<file path="src/sv/frm_pkg.sv">
package frm_pkg;

	// register map
	localparam int CFG_IDX_W = 2;
	localparam logic [CFG_IDX_W-1:0] CFG_PREAMBLE = 2'd0;
	localparam logic [CFG_IDX_W-1:0] CFG_SYNC = 2'd1;

	// register reset values
	localparam logic [5:0] PREAMBLE_RST = 6'd27;
	localparam logic [15:0] SYNC_RST = 16'hA55A;

	// longest preamble that is sent
	localparam logic [5:0] MAX_PREAMBLE = 6'd32;

	// crc-8 constants
	localparam logic [7:0] CRC_POLY = 8'h07;
	localparam logic [7:0] CRC_TOP = 8'h80;

	// configuration as seen by the datapath
	typedef struct packed {
		logic [5:0] preamble_bytes;
		logic [15:0] sync_word;
	} cfg_t;

	// emit phase of the item in the slot
	typedef enum logic [4:0] {
		PH_PRE = 5'b00001,
		PH_SYNC_HI = 5'b00010,
		PH_SYNC_LO = 5'b00100,
		PH_DATA = 5'b01000,
		PH_CRC = 5'b10000
	} phase_t;

	// manchester code, msb first: 1 -> 01, 0 -> 10
	function automatic logic [15:0] line_code(input logic [7:0] b);
		logic [15:0] w;
		w = '0;
		for (int i = 0; i < 8; i++) begin
			w[2*i+1] = ~b[i];
			w[2*i] = b[i];
		end
		return w;
	endfunction

	// one byte through the crc-8 shift register
	function automatic logic [7:0] crc_update(input logic [7:0] crc, input logic [7:0] b);
		logic [7:0] c;
		c = crc ^ b;
		for (int j = 0; j < 8; j++) begin
			if ((c & CRC_TOP) != 8'd0) begin
				c = (c << 1) ^ CRC_POLY;
			end else begin
				c = c << 1;
			end
		end
		return c;
	endfunction

endpackage

</file>
<file path="src/sv/frm_ifs.sv">
interface frm_in_if;
	logic valid;
	logic ready;
	logic [7:0] payload_byte;
	logic last_byte;
	modport source (output valid, output payload_byte, output last_byte, input ready);
	modport sink (input valid, input payload_byte, input last_byte, output ready);
endinterface

interface frm_out_if;
	logic valid;
	logic ready;
	logic [15:0] code_word;
	logic run_end;
	logic frame_end;
	modport source (output valid, output code_word, output run_end, output frame_end,
		input ready);
	modport sink (input valid, input code_word, input run_end, input frame_end,
		output ready);
endinterface

interface frm_cfg_if;
	logic valid;
	logic ready;
	logic [frm_pkg::CFG_IDX_W-1:0] index;
	logic [15:0] data;
	modport source (output valid, output index, output data, input ready);
	modport sink (input valid, input index, input data, output ready);
endinterface

</file>
<file path="src/sv/frm_cfg_regs.sv">
module frm_cfg_regs (
	input logic clk,
	input logic arst_n,
	frm_cfg_if.sink cfg,
	output frm_pkg::cfg_t regs
);

	logic [5:0] preamble_q;
	logic [15:0] sync_q;

	assign cfg.ready = 1'b1;

	// register writes, unknown index ignored
	always_ff @(posedge clk or negedge arst_n) begin
		if (!arst_n) begin
			preamble_q <= frm_pkg::PREAMBLE_RST;
			sync_q <= frm_pkg::SYNC_RST;
		end else if (cfg.valid) begin
			unique case (cfg.index)
				frm_pkg::CFG_PREAMBLE: preamble_q <= cfg.data[5:0];
				frm_pkg::CFG_SYNC: sync_q <= cfg.data;
				default: ;
			endcase
		end
	end

	assign regs.preamble_bytes = preamble_q;
	assign regs.sync_word = sync_q;

endmodule

</file>
<file path="src/sv/rf_frame_crc8_manchester_encoder.sv">
// path: an accepted item is held in the item slot, and each word it causes is registered in the output register
// throughput: one word leaves per cycle while the output is not stalled; an item causes
//   one word within a frame, preamble + 3 for the first item of a frame (preamble capped
//   at 32), and one more for the crc word on a last item; an output stall holds the slot
// reset: arst_n clears the frame state and the crc, empties the slot and output
//   register, and returns the registers to preamble 27 and sync 0xA55A
module rf_frame_crc8_manchester_encoder (
	input logic clk,
	input logic arst_n,
	frm_in_if.sink in_ch,
	frm_out_if.source out_ch,
	frm_cfg_if.sink cfg
);

	frm_pkg::cfg_t regs;

	frm_cfg_regs u_cfg (
		.clk(clk),
		.arst_n(arst_n),
		.cfg(cfg),
		.regs(regs)
	);

	// frame state
	logic in_frame_q;
	logic [7:0] crc_q;

	// item slot
	logic valid_s1;
	frm_pkg::phase_t phase_s1;
	logic [5:0] cnt_s1;
	logic [7:0] byte_s1;
	logic last_s1;
	logic [7:0] crc_s1;
	logic [15:0] sync_s1;

	// output register
	logic out_valid_q;
	logic [15:0] word_q;
	logic run_end_q;
	logic frame_end_q;

	logic accept;
	logic advance;
	logic final_word;
	logic [7:0] emit_byte;
	logic [7:0] crc_next;
	logic [5:0] pre_n;
	frm_pkg::phase_t phase_next;

	assign advance = valid_s1 && (!out_valid_q || out_ch.ready);
	assign in_ch.ready = !valid_s1 || (advance && final_word);
	assign accept = in_ch.valid && in_ch.ready;

	// crc over the new byte, restarted on the first byte of a frame
	assign crc_next = frm_pkg::crc_update(in_frame_q ? crc_q : 8'd0, in_ch.payload_byte);

	// saturated preamble length
	assign pre_n = (regs.preamble_bytes > frm_pkg::MAX_PREAMBLE) ?
		frm_pkg::MAX_PREAMBLE : regs.preamble_bytes;

	// word selection and phase sequencing
	always_comb begin
		emit_byte = 8'd0;
		final_word = 1'b0;
		phase_next = phase_s1;
		unique case (phase_s1)
			frm_pkg::PH_PRE: begin
				emit_byte = 8'd0;
				phase_next = (cnt_s1 == 6'd1) ? frm_pkg::PH_SYNC_HI : frm_pkg::PH_PRE;
			end
			frm_pkg::PH_SYNC_HI: begin
				emit_byte = sync_s1[15:8];
				phase_next = frm_pkg::PH_SYNC_LO;
			end
			frm_pkg::PH_SYNC_LO: begin
				emit_byte = sync_s1[7:0];
				phase_next = frm_pkg::PH_DATA;
			end
			frm_pkg::PH_DATA: begin
				emit_byte = byte_s1;
				final_word = !last_s1;
				phase_next = frm_pkg::PH_CRC;
			end
			frm_pkg::PH_CRC: begin
				emit_byte = crc_s1;
				final_word = 1'b1;
			end
			default: ;
		endcase
	end

	// frame state, updated as each item enters
	always_ff @(posedge clk or negedge arst_n) begin
		if (!arst_n) begin
			in_frame_q <= 1'b0;
			crc_q <= 8'd0;
		end else if (accept) begin
			in_frame_q <= !in_ch.last_byte;
			crc_q <= in_ch.last_byte ? 8'd0 : crc_next;
		end
	end

	// slot control
	always_ff @(posedge clk or negedge arst_n) begin
		if (!arst_n) begin
			valid_s1 <= 1'b0;
			phase_s1 <= frm_pkg::PH_DATA;
			cnt_s1 <= 6'd0;
		end else if (accept) begin
			valid_s1 <= 1'b1;
			cnt_s1 <= pre_n;
			if (in_frame_q) begin
				phase_s1 <= frm_pkg::PH_DATA;
			end else if (pre_n == 6'd0) begin
				phase_s1 <= frm_pkg::PH_SYNC_HI;
			end else begin
				phase_s1 <= frm_pkg::PH_PRE;
			end
		end else if (advance) begin
			if (final_word) begin
				valid_s1 <= 1'b0;
			end else begin
				phase_s1 <= phase_next;
				cnt_s1 <= cnt_s1 - 6'd1;
			end
		end
	end

	// slot payload
	always_ff @(posedge clk) begin
		if (accept) begin
			byte_s1 <= in_ch.payload_byte;
			last_s1 <= in_ch.last_byte;
			crc_s1 <= crc_next;
			sync_s1 <= regs.sync_word;
		end
	end

	// output register
	always_ff @(posedge clk or negedge arst_n) begin
		if (!arst_n) begin
			out_valid_q <= 1'b0;
		end else if (advance) begin
			out_valid_q <= 1'b1;
		end else if (out_ch.ready) begin
			out_valid_q <= 1'b0;
		end
	end

	always_ff @(posedge clk) begin
		if (advance) begin
			word_q <= frm_pkg::line_code(emit_byte);
			run_end_q <= final_word;
			frame_end_q <= (phase_s1 == frm_pkg::PH_CRC);
		end
	end

	assign out_ch.valid = out_valid_q;
	assign out_ch.code_word = word_q;
	assign out_ch.run_end = run_end_q;
	assign out_ch.frame_end = frame_end_q;

endmodule
</file>
<file path="src/flat_wrapper.sv">
// flat-port wrapper written by rule: the top's interface ports become plain ports
module rf_frame_crc8_manchester_encoder_flat 
  (clk, arst_n, in_ch_valid, in_ch_payload_byte, in_ch_last_byte, in_ch_ready, out_ch_valid, out_ch_code_word, out_ch_run_end, out_ch_frame_end, out_ch_ready, cfg_valid, cfg_index, cfg_data, cfg_ready);
  frm_in_if in_ch_i ();
  frm_out_if out_ch_i ();
  frm_cfg_if cfg_i ();
  input logic clk;
  input logic arst_n;
  input wire logic [$bits(in_ch_i.valid)-1:0] in_ch_valid;
  input wire logic [$bits(in_ch_i.payload_byte)-1:0] in_ch_payload_byte;
  input wire logic [$bits(in_ch_i.last_byte)-1:0] in_ch_last_byte;
  output wire logic [$bits(in_ch_i.ready)-1:0] in_ch_ready;
  output wire logic [$bits(out_ch_i.valid)-1:0] out_ch_valid;
  output wire logic [$bits(out_ch_i.code_word)-1:0] out_ch_code_word;
  output wire logic [$bits(out_ch_i.run_end)-1:0] out_ch_run_end;
  output wire logic [$bits(out_ch_i.frame_end)-1:0] out_ch_frame_end;
  input wire logic [$bits(out_ch_i.ready)-1:0] out_ch_ready;
  input wire logic [$bits(cfg_i.valid)-1:0] cfg_valid;
  input wire logic [$bits(cfg_i.index)-1:0] cfg_index;
  input wire logic [$bits(cfg_i.data)-1:0] cfg_data;
  output wire logic [$bits(cfg_i.ready)-1:0] cfg_ready;
  assign in_ch_i.valid = in_ch_valid;
  assign in_ch_i.payload_byte = in_ch_payload_byte;
  assign in_ch_i.last_byte = in_ch_last_byte;
  assign in_ch_ready = in_ch_i.ready;
  assign out_ch_valid = out_ch_i.valid;
  assign out_ch_code_word = out_ch_i.code_word;
  assign out_ch_run_end = out_ch_i.run_end;
  assign out_ch_frame_end = out_ch_i.frame_end;
  assign out_ch_i.ready = out_ch_ready;
  assign cfg_i.valid = cfg_valid;
  assign cfg_i.index = cfg_index;
  assign cfg_i.data = cfg_data;
  assign cfg_ready = cfg_i.ready;
  rf_frame_crc8_manchester_encoder u_core (.clk(clk), .arst_n(arst_n), .in_ch(in_ch_i), .out_ch(out_ch_i), .cfg(cfg_i));
endmodule
</file>
<file path="config.mk">
export PLATFORM = sky130hd
export DESIGN_NAME = rf_frame_crc8_manchester_encoder_flat
export DESIGN_NICKNAME = d
export VERILOG_FILES = /design/src/sv/frm_pkg.sv /design/src/sv/frm_ifs.sv /design/src/sv/frm_cfg_regs.sv /design/src/sv/rf_frame_crc8_manchester_encoder.sv /design/src/flat_wrapper.sv
export SDC_FILE = /design/constraint.sdc
export NUM_CORES = 1
export LEC_CHECK = 0
export ABC_AREA = 1
export ABC_CLOCK_PERIOD_IN_PS = 2800
export BUFFER_PORTS_ARGS = -buffer_cell sky130_fd_sc_hd__buf_2
export CAP_MARGIN = 40
export CORE_UTILIZATION = 55
export CTS_CLUSTER_SIZE = 8
export DETAILED_ROUTE_END_ITERATION = 8
export PLACE_DENSITY = 0.81
export SYNTH_ARGS = -nofsm -noshare
export SYNTH_HDL_FRONTEND = slang
export SYNTH_SLANG_ARGS = --single-unit
</file>
<file path="constraint.sdc">
create_clock -name clk -period 2.8 [get_ports clk]
set_clock_uncertainty 0.2 [all_clocks]
set_input_delay 0.56 -clock clk [delete_from_list [all_inputs] [get_ports clk]]
set_output_delay 0.56 -clock clk [all_outputs]
set_load 0.03 [all_outputs]
</file>
==> impl_metrics.yaml, run 1 <==
run_status:
  outcome: "finished clean"
yosys:
  netlist.area_leader.share_pct: 36.6
  yosysTopAreaCell: "edfxtp_1"
  synth_cell_types: 31
  ys_seq_area_share_pct: 63.3
  synth.area.top_cells: "edfxtp_1 (37%), dfrtp_1 (19%), nand2_1 (12%)"
  syn_inst: 403
  syn_area_um2: 4190
  syn_avg_cell_area_um2: 10.4
  ys_seq_elements: 95
  ys_warn_count: 0
  synth_nets: 437
detailed_routing:
  ant_nets: 0
  vias: 2871
  wl_per_cell_um: 13.3
  routed_wl_mm: 7.56
  drc_errors: 0
  drtIter0Drc: 186
  first_pass_iters: 4
  avgViaCountPerCell: 5.05
grt:
  grt.overflow.total: 0
  grt_pass1_vias: 2786
  grt_max_degree: 26
  track_usage_pct: 21.2
  antenna_found_initial: 0
  grt_pass1_wl_mm: 12.3
sta:
  finalCriticalPeriod_ps: 2360
  slew_headroom_pct: 48.2
  worstMarginPinSlew_ps: 775
  hold_viol_final: 0
  period_share_pct: 84.5
  rsz0062_at_grt: "no"
  fmaxAchievable_mhz: 423
  drv_slew: 0
  setup_viol: 0
  finalSetupTns_ps: 0
pwr:
  switching_power_w: 0.00181
  leakage_nw: 2.15
  p_sw_share_pct: 38.7
  seqPwrFrac_pct: 48.2
  power.density_nw_per_um2: 984
  p_int_w: 0.00286
  combPwrFrac_pct: 33.8
  peakVddDrop_v: 0.000362
  pwr-share-clk_pct: 18.0
hold_path:
  holdCritPathClass: "in2reg"
  whs_path_depth: 1
  hold_start: "in_ch_payload_byte[7]"
  whs_endpoint: "u_core.byte_s1[7]$_DFFE_PP_"
setup_path:
  setup.worst_path.class: "reg2out"
  critPathLaunchType: "register"
  reg2reg_setup_slack_ps: 630
  rr_startpoint: "u_core.phase_s1[4]$_DFFE_PN0P_"
  r2r_cells: 8
  r2r_end: "u_core.crc_s1[0]$_DFFE_PP_"
  crit_arrival_ps: 1600
  crit_required_ps: 2040
  critPathMaxFanout: 9
  end_kind: "output port"
clock_network:
  post_cts_resized: 0
  cts.sinks: 95
  cts_tree: "built"
  cts_root_buffer: "clkbuf_8"
  htree_levels: 3
  cts-buffers-inserted: 9
  cts.path.max_buffers: 2
  cts.clk_slew.worst_paths_ps: 110
  worstSkewPairLatency_ps: 370
cells_and_area:
  final_util_pct: 65.1
  diodes: 0
  nets: 498
  syn2layout_area_growth_pct: 13.4
  drive_gt1_share_pct: 23.7
  fill_cells: 580
floorplan:
  initial_utilization_pct: 57.4
  die_y_um: 89.2
  die_x_um: 89.2
  rows: 31
  dieArea_um2: 7960
  pin_count: 53
  core_area_um2: 7290
place:
  dp_hpwl_mm: 5.52
  gp_congestion: 0.894
  io_buffers: 51
job:
  drv_cap: 0
critical path, cell delays in order, from the launching register on:
cell,delay [ps]
dfrtp_1,430
nor2_1,180
nand4_2,150
nand2_2,100
nand2_2,60
nand2_4,120
buf_2,220
layout by cell type, fill, tap and decap left out, drive strengths merged:
| master | count |
|---|---|
| xor2 | 11 |
| dlygate4sd3 | 1 |
| dfrtp | 31 |
| clkbuf | 9 |
| ha | 2 |
| nand2 | 138 |
| nand4 | 13 |
| dfstp | 13 |
| nand3b | 3 |
| inv | 49 |
| o22ai | 1 |
| xnor2 | 3 |
| nor2 | 20 |
| clkinvlp | 1 |
| clkinv | 4 |
| and2 | 1 |
| mux2 | 10 |
| edfxtp | 51 |
| nand3 | 31 |
| conb | 1 |
| o21ai | 18 |
| buf | 57 |
| nor3 | 1 |
cell families after synthesis:
family / Yosys count / synth area share (%)
adders and majority gates: 2 / 0.598
AOI/OAI and AO/OA: 19 / 2.39
muxes: 10 / 2.69
and+or+nand+nor: 207 / 22.0
other: 1 / 0.0896
buffers and inverters: 55 / 5.62
xor gates and xnor gates: 14 / 3.29
DFF: 95 / 63.3
power groups by stage:
stage          logic (W)  registers (W)  clock network, W
6_report         0.00158        0.00225          0.000838
5_1_grt          0.00178        0.00231          0.000910
4_1_cts          0.00159        0.00225          0.000851
3_5_place_dp     0.00158        0.00228                 0
3_3_place_gp     0.00152        0.00225                 0
2_1_floorplan    0.00103        0.00243                 0
layout make-up:
| cell class | count | area [um2] | share of cell area, % |
|---|---|---|---|
| flip-flops and latches | 95 | 2650 | 55.8 |
| multi-input cells | 253 | 1300 | 27.4 |
| repair buffers | 58 | 310 | 6.54 |
| inverters | 47 | 176 | 3.72 |
| clock buffers | 9 | 124 | 2.61 |
| well taps | 99 | 124 | 2.61 |
| clock inverters | 7 | 60.1 | 1.27 |
flip-flops by register name, summed over array words and instances, names as in the netlist:
register                 flops
u_core.byte_s1               8
u_core.cnt_s1                6
u_core.crc_q                 8
u_core.crc_s1                8
u_core.in_frame_q            1
u_core.last_s1               1
u_core.out_ch.code_word     16
u_core.out_ch.frame_end      1
u_core.out_ch.run_end        1
u_core.out_ch.valid          1
u_core.phase_s1              5
u_core.sync_s1              16
u_core.u_cfg.preamble_q      6
u_core.u_cfg.sync_q         16
u_core.valid_s1              1
worst max-delay path by stage:
stage,cells after the start,slack (ps),to,startpoint
after floorplan,6,400,u_core.byte_s1[0]$_DFFE_PP_,u_core.phase_s1[3]$_DFFE_PN1P_
after global placement,3,710,u_core.u_cfg.sync_q[11]$_DFFE_PN0P_,cfg_index[1]
after detailed placement,8,630,u_core.byte_s1[0]$_DFFE_PP_,u_core.phase_s1[4]$_DFFE_PN0P_
after CTS,6,410,in_ch_ready,u_core.phase_s1[4]$_DFFE_PN0P_
after global routing,6,340,in_ch_ready,u_core.phase_s1[2]$_DFFE_PN0P_
final,6,440,in_ch_ready,u_core.phase_s1[4]$_DFFE_PN0P_
cell usage after synthesis:
cell type / instances
nor3_1: 1
buf_2: 2
nand4_1: 12
o21ai_2: 1
xnor2_1: 3
and2_1: 1
dfrtp_1: 31
nand2_4: 2
nor2_2: 1
nand3_2: 2
nand2_2: 4
o22ai_1: 1
nand3_1: 29
inv_1: 45
o21ai_0: 17
edfxtp_1: 51
xor2_1: 9
nand2_1: 132
nand3b_1: 3
ha_1: 2
nor2_1: 17
nor2_4: 2
mux2_2: 10
clkbuf_1: 2
conb_1: 1
nand4_2: 1
xor2_2: 2
dfstp_2: 13
buf_6: 3
buf_4: 1
clkinv_1: 2
layer usage:
metal | global-route usage, % | wire length (um) | up-vias
met5 | 0 | 0 | -
met4 | 8.66 | 63 | 0
met3 | 5.36 | 332 | 6
met2 | 35.3 | 3810 | 71
met1 | 26.6 | 3360 | 1363
li1 | - | - | 1431
repair_timing:
item / in CTS / in global routing
hold buffers: 1 / 0
hold endpoints to repair: 17 / 0
setup buffers: 0 / 0
per-stage QoR:
stage	hold slack (ps)	instance area, um2	total power (W)	setup slack [ps]	instances
final	204	4740	0.00467	435	568
after global routing	184	4740	0.00500	339	568
after CTS	190	4740	0.00469	415	568
after detailed placement	234	4550	0.00386	629	551
after global placement	233	4550	0.00378	712	551
after floorplan	64.4	4190	0.00346	402	403
(Power assumes the default switching activity.)
==> run 2: changes to the inputs <==
Settings changed: ABC_CLOCK_PERIOD_IN_PS 2800 to 2050, CORE_UTILIZATION 55 to 52.
Clock period 2.8 ns to 2.05 ns, I/O delays scaled along.
==> run 2 against run 1 <==
Compared with the run above:
- the flow now finishes with violations (negative setup slack)
- cell area up 4.7%
- setup slack worse by 480 ps
- core utilization down 1.1 points
- via count up 6.0%
- sequential power up 36%
- clock-buffer cell count unchanged
- critical endpoint unchanged
- largest cell class unchanged
==> impl_metrics.yaml, run 2 (synthesis gave the netlist of run 1 again) <==
pwr:
  seqPwrFrac_pct: 44.7
  p_sw_share_pct: 38.7
  leakage_nw: 2.22
  power.density_nw_per_um2: 1370
  switching_power_w: 0.00264
  combPwrFrac_pct: 38.1
  peakVddDrop_v: 0.000538
  p_int_w: 0.00418
  pwr-share-clk_pct: 17.2
clock_network:
  cts_root_buffer: "clkbuf_8"
  cts-buffers-inserted: 9
  cts_tree: "built"
  cts.clk_slew.worst_paths_ps: 100
  cts.sinks: 95
  htree_levels: 3
  cts.path.max_buffers: 2
  worstSkewPairLatency_ps: 370
setup_path:
  setup.worst_path.class: "reg2out"
  crit_required_ps: 1440
  critPathLaunchType: "register"
  end_kind: "output port"
  crit_arrival_ps: 1490
  critPathMaxFanout: 4
detailed_routing:
  drc_errors: 0
  wl_per_cell_um: 13.8
  dr.max_layer_used: "met4"
  dr_wl_met3_um: 484
  vias: 3044
  avgViaCountPerCell: 5.17
  ant_nets: 0
  drtIter0Drc: 233
  routed_wl_mm: 8.14
  dr_wl_met2_mm: 3.93
  wl_met1_mm: 3.53
  first_pass_iters: 5
grt:
  grt_pass1_vias: 2966
  antenna_found_initial: 0
  grt_pass1_wl_mm: 13.7
  grt.overflow.total: 0
  grt_max_degree: 45
  track_usage_pct: 21.5
sta:
  hold_viol_final: 0
  rsz0062_at_grt: "yes"
  period_share_pct: 102
  slew_headroom_pct: 61.9
  setup_viol: 1
  finalSetupTns_ps: -48.3
  fmaxAchievable_mhz: 477
  drv_slew: 0
  worstMarginPinSlew_ps: 572
  worst_slack_ps: -48.3
  finalCriticalPeriod_ps: 2100
floorplan:
  pin_count: 53
  die_x_um: 91.7
  die_y_um: 91.7
  rows: 32
  initial_utilization_pct: 53.9
  dieArea_um2: 8410
  core_area_um2: 7770
place:
  placed_area_um2: 4600
  gp_congestion: 0.901
  post-place-ws_ps: 75.1
  dp_hpwl_mm: 5.63
  io_buffers: 51
  dp_cells: 557
cells_and_area:
  layout_common_cells: "nand2_1 (132), edfxtp_1 (51), buf_2 (50)"
  final_common_cell: "nand2_1"
  diodes: 0
  nets: 516
  drive_gt1_share_pct: 27.9
  fin_cells: 589
  final_util_pct: 64.0
  fin_area_um2: 4970
  syn2layout_area_growth_pct: 18.7
run_status:
  violations: "negative setup slack"
  outcome: "complete, but fails checks"
hold_path:
  holdCritPathClass: "in2reg"
job:
  drv_cap: 0
==> run 2: cell types whose count changed in the layout (fill, tap and decap cells not counted), sizes merged <==
| cell | change |
|---|---|
| inv | -3 |
| buf | +18 |
| clkinvlp | +3 |
==> run 2: metal layers <==
layer | global-route usage [%] | up-vias
li1 | - | 1467
met1 | 28.5 | 1422
met2 | 34.3 | 133
met3 | 3.90 | 22
met4 | 11.1 | 0
met5 | 0 | -
==> run 2: metrics by stage <==
stage | total power (W) | hold WS (ps)
3_3_place_gp | 0.00526 | 234
2_1_floorplan | 0.00474 | -85.6
4_1_cts | 0.00670 | 39.1
3_5_place_dp | 0.00536 | 232
6_report | 0.00682 | 60.2
5_1_grt | 0.00729 | 35.3
==> run 2: power by group through the flow <==
stage / clock network (W) / registers, W / logic [W]
5_1_grt: 0.00128 / 0.00311 / 0.00290
2_1_floorplan: 0 / 0.00331 / 0.00142
3_3_place_gp: 0 / 0.00306 / 0.00220
6_report: 0.00117 / 0.00305 / 0.00260
3_5_place_dp: 0 / 0.00308 / 0.00227
4_1_cts: 0.00119 / 0.00304 / 0.00247
==> run 2: final timing paths <==
check | depth (start not counted) | slack, ps | endpoint | start
setup / recovery | 6 | -50 | in_ch_ready | u_core.phase_s1[3]$_DFFE_PN1P_
hold / removal | 1 | 60 | u_core.byte_s1[7]$_DFFE_PP_ | in_ch_payload_byte[7]
setup reg to reg | 9 | 30 | u_core.sync_s1[12]$_DFFE_PP_ | u_core.phase_s1[4]$_DFFE_PN0P_
hold reg to reg | 0 | 260 | u_core.sync_s1[14]$_DFFE_PP_ | u_core.u_cfg.sync_q[14]$_DFFE_PN0P_
max in group asynchronous | 3 | 790 | u_core.phase_s1[2]$_DFFE_PN0P_ | arst_n
min in group asynchronous | 3 | 450 | u_core.cnt_s1[2]$_DFFE_PN0P_ | arst_n
==> run 2: what timing repair did <==
item / CTS / global route
pin swaps: 6 / 6
hold buffers: 1 / 0
buffers inserted: 10 / 5
endpoints found under the setup margin: 1 / 43
cloned: 0 / 0
endpoints found under the hold margin: 31 / 0
resized for setup: 8 / 7
==> run 2: final cells by class <==
type / count / area (um2)
Clock buffer: 9 / 124
Clock inverter: 7 / 65.1
Fill cell: 596 / 2800
Inverter: 47 / 188
Multi-Input combinational cell: 253 / 1340
Sequential cell: 95 / 2650
Tap cell: 102 / 128
Timing Repair Buffer: 76 / 472
==> run 2: worst max-delay path: stages (launching register included) <==
cell and delay (ps):
dfstp_2 620, nor2_4 50, nand3_2 90, nand2_2 70, nand2_2 90, nand2_4 70
buf_6 140
==> run 3: changes to the inputs <==
Settings changed: PLACE_DENSITY 0.81 to 0.79.
==> run 3 against run 2 <==
Compared with the run above:
- the flow still finishes with violations (negative setup slack)
- routed wire length increased by 3.8%
- first-iteration DRC count unchanged
- combinational power about the same
- final cell count decreased by 0.34%
- sequential cell count unchanged
- register-to-register slack about the same
- non-clock buffer count decreased by 2
- sequential share of layout area about the same
- global-route usage decreased by 0.42 points
- sequential power about the same
- core utilization decreased by 0.081 points
- critical endpoint unchanged
==> impl_metrics.yaml, run 3 (synthesis gave the netlist of run 1 again) <==
setup_path:
  crit_chain: "nand4_4 -> nand2_2 -> nand2_2 -> nand2_4 -> buf_6"
  setup.worst_path.class: "reg2out"
  max_stage_delay_ps: 610
  reg2reg_setup_slack_ps: 20
  crit_buf_inv: 1
  crit_arrival_ps: 1500
  r2r_cells: 8
  crit_required_ps: 1440
  path_delay_family: "flip-flops"
  rr_startpoint: "u_core.phase_s1[3]$_DFFE_PN1P_"
  path_common_cell: "nand2_2"
  critPathSlowestCell: "dfstp_2"
  critPathLaunchType: "register"
  r2r_end: "u_core.crc_s1[7]$_DFFE_PP_"
  end_kind: "output port"
  critPathMaxFanout: 3
sta:
  rsz0062_at_grt: "yes"
  finalCriticalPeriod_ps: 2110
  hold_viol_final: 0
  fmaxAchievable_mhz: 474
  period_share_pct: 103
  setup_viol: 1
  drv_slew: 0
  whs_ps: 50.9
  worst_slack_ps: -59.6
pwr:
  peakVddDrop_v: 0.000485
  leakage_nw: 2.22
  power.density_nw_per_um2: 1380
  fin_total_pwr_w: 0.00684
hold_path:
  hold_start: "in_ch_payload_byte[6]"
  whs_endpoint: "u_core.byte_s1[6]$_DFFE_PP_"
  holdCritPathClass: "in2reg"
  whs_path_depth: 1
run_status:
  outcome: "complete, but fails checks"
  violations: "negative setup slack"
detailed_routing:
  ant_nets: 0
  vias: 3080
  wl_per_cell_um: 14.4
  drc_errors: 0
  drtIter0Drc: 233
  avgViaCountPerCell: 5.25
  first_pass_iters: 6
  routed_wl_mm: 8.45
place:
  gp_congestion: 0.912
  dp_hpwl_mm: 5.86
  post-place-ws_ps: 75.0
  dp_cells: 558
  io_buffers: 51
cells_and_area:
  drive_gt1_share_pct: 27.2
  nets: 514
  multi_input_area_um2: 1340
  syn2layout_area_growth_pct: 18.6
  layout_common_cells: "nand2_1 (132), edfxtp_1 (51), buf_2 (50)"
  ff_latch_area_um2: 2650
  final_common_cell: "nand2_1"
  fill_cells: 621
  diodes: 0
  fin_cells: 587
grt:
  grt_pass1_vias: 2950
  grt_max_degree: 27
  track_usage_pct: 21.1
  antenna_found_initial: 0
  grt_pass1_wl_mm: 13.4
  grt.overflow.total: 0
clock_network:
  cts.clk_slew.worst_paths_ps: 100
  htree_levels: 3
  cts_tree: "built"
  cts.path.max_buffers: 2
  worstSkewPairLatency_ps: 370
  cts_root_buffer: "clkbuf_8"
  cts.sinks: 95
  cts-buffers-inserted: 9
floorplan:
  die_y_um: 91.7
  core_area_um2: 7770
  initial_utilization_pct: 53.9
  dieArea_um2: 8410
  pin_count: 53
  die_x_um: 91.7
  rows: 32
job:
  drv_cap: 0
## run 3: per-stage QoR
step                      utilization [%]  area, um2  TNS (ps)
after floorplan                         -       4190     -4830
after global placement               59.4       4620         0
after detailed placement             59.4       4620         0
after CTS                            62.7       4870     -9.92
after global routing                 63.9       4960      -540
final                                63.9       4960     -59.6
## run 3: repair_timing
| item | CTS | global route |
|---|---|---|
| hold buffers | 1 | 0 |
| buffers inserted | 7 | 5 |
| setup endpoints to repair | 1 | 22 |
| hold endpoints to repair | 16 | 0 |
| pin swaps | 3 | 6 |
| resized for setup | 3 | 10 |
## run 3: layer usage
| metal | share of wire, % | vias to the layer above | track usage, % | wire [um] |
|---|---|---|---|---|
| li1 | - | 1471 | - | - |
| met1 | 43 | 1480 | 26.3 | 3600 |
| met2 | 49 | 114 | 36.3 | 4180 |
| met3 | 5.9 | 15 | 3.48 | 497 |
| met4 | 2.0 | 0 | 9.38 | 172 |
| met5 | 0 | - | 0 | 0 |
## run 3: layout make-up
type	instances	area share (%)
clock buffer	9	2.50
clock inverter	7	1.24
inverter	47	3.78
multi-input combinational	253	27.0
sequential	95	53.4
tap	102	2.57
timing repair buffer	74	9.53
## run 3: worst max path at each step
stage                                   start                      endpoint  slack (ps)  depth (start not counted)
2_1_floorplan  u_core.phase_s1[3]$_DFFE_PN1P_   u_core.byte_s1[0]$_DFFE_PP_        -140                          7
6_report       u_core.phase_s1[3]$_DFFE_PN1P_                   in_ch_ready         -60                          5
3_3_place_gp   u_core.phase_s1[2]$_DFFE_PN0P_   u_core.byte_s1[6]$_DFFE_PP_         140                          8
4_1_cts        u_core.phase_s1[3]$_DFFE_PN1P_                   in_ch_ready         -10                          5
3_5_place_dp   u_core.phase_s1[2]$_DFFE_PN0P_  u_core.sync_s1[14]$_DFFE_PP_          70                          8
5_1_grt        u_core.phase_s1[1]$_DFFE_PN0P_                   in_ch_ready         -90                          6
## run 3: report_power, final
part / internal, W / switching (W)
sequential: 0.00275 / 0.000296
clock: 0.000469 / 0.000717
combinational: 0.000941 / 0.00167
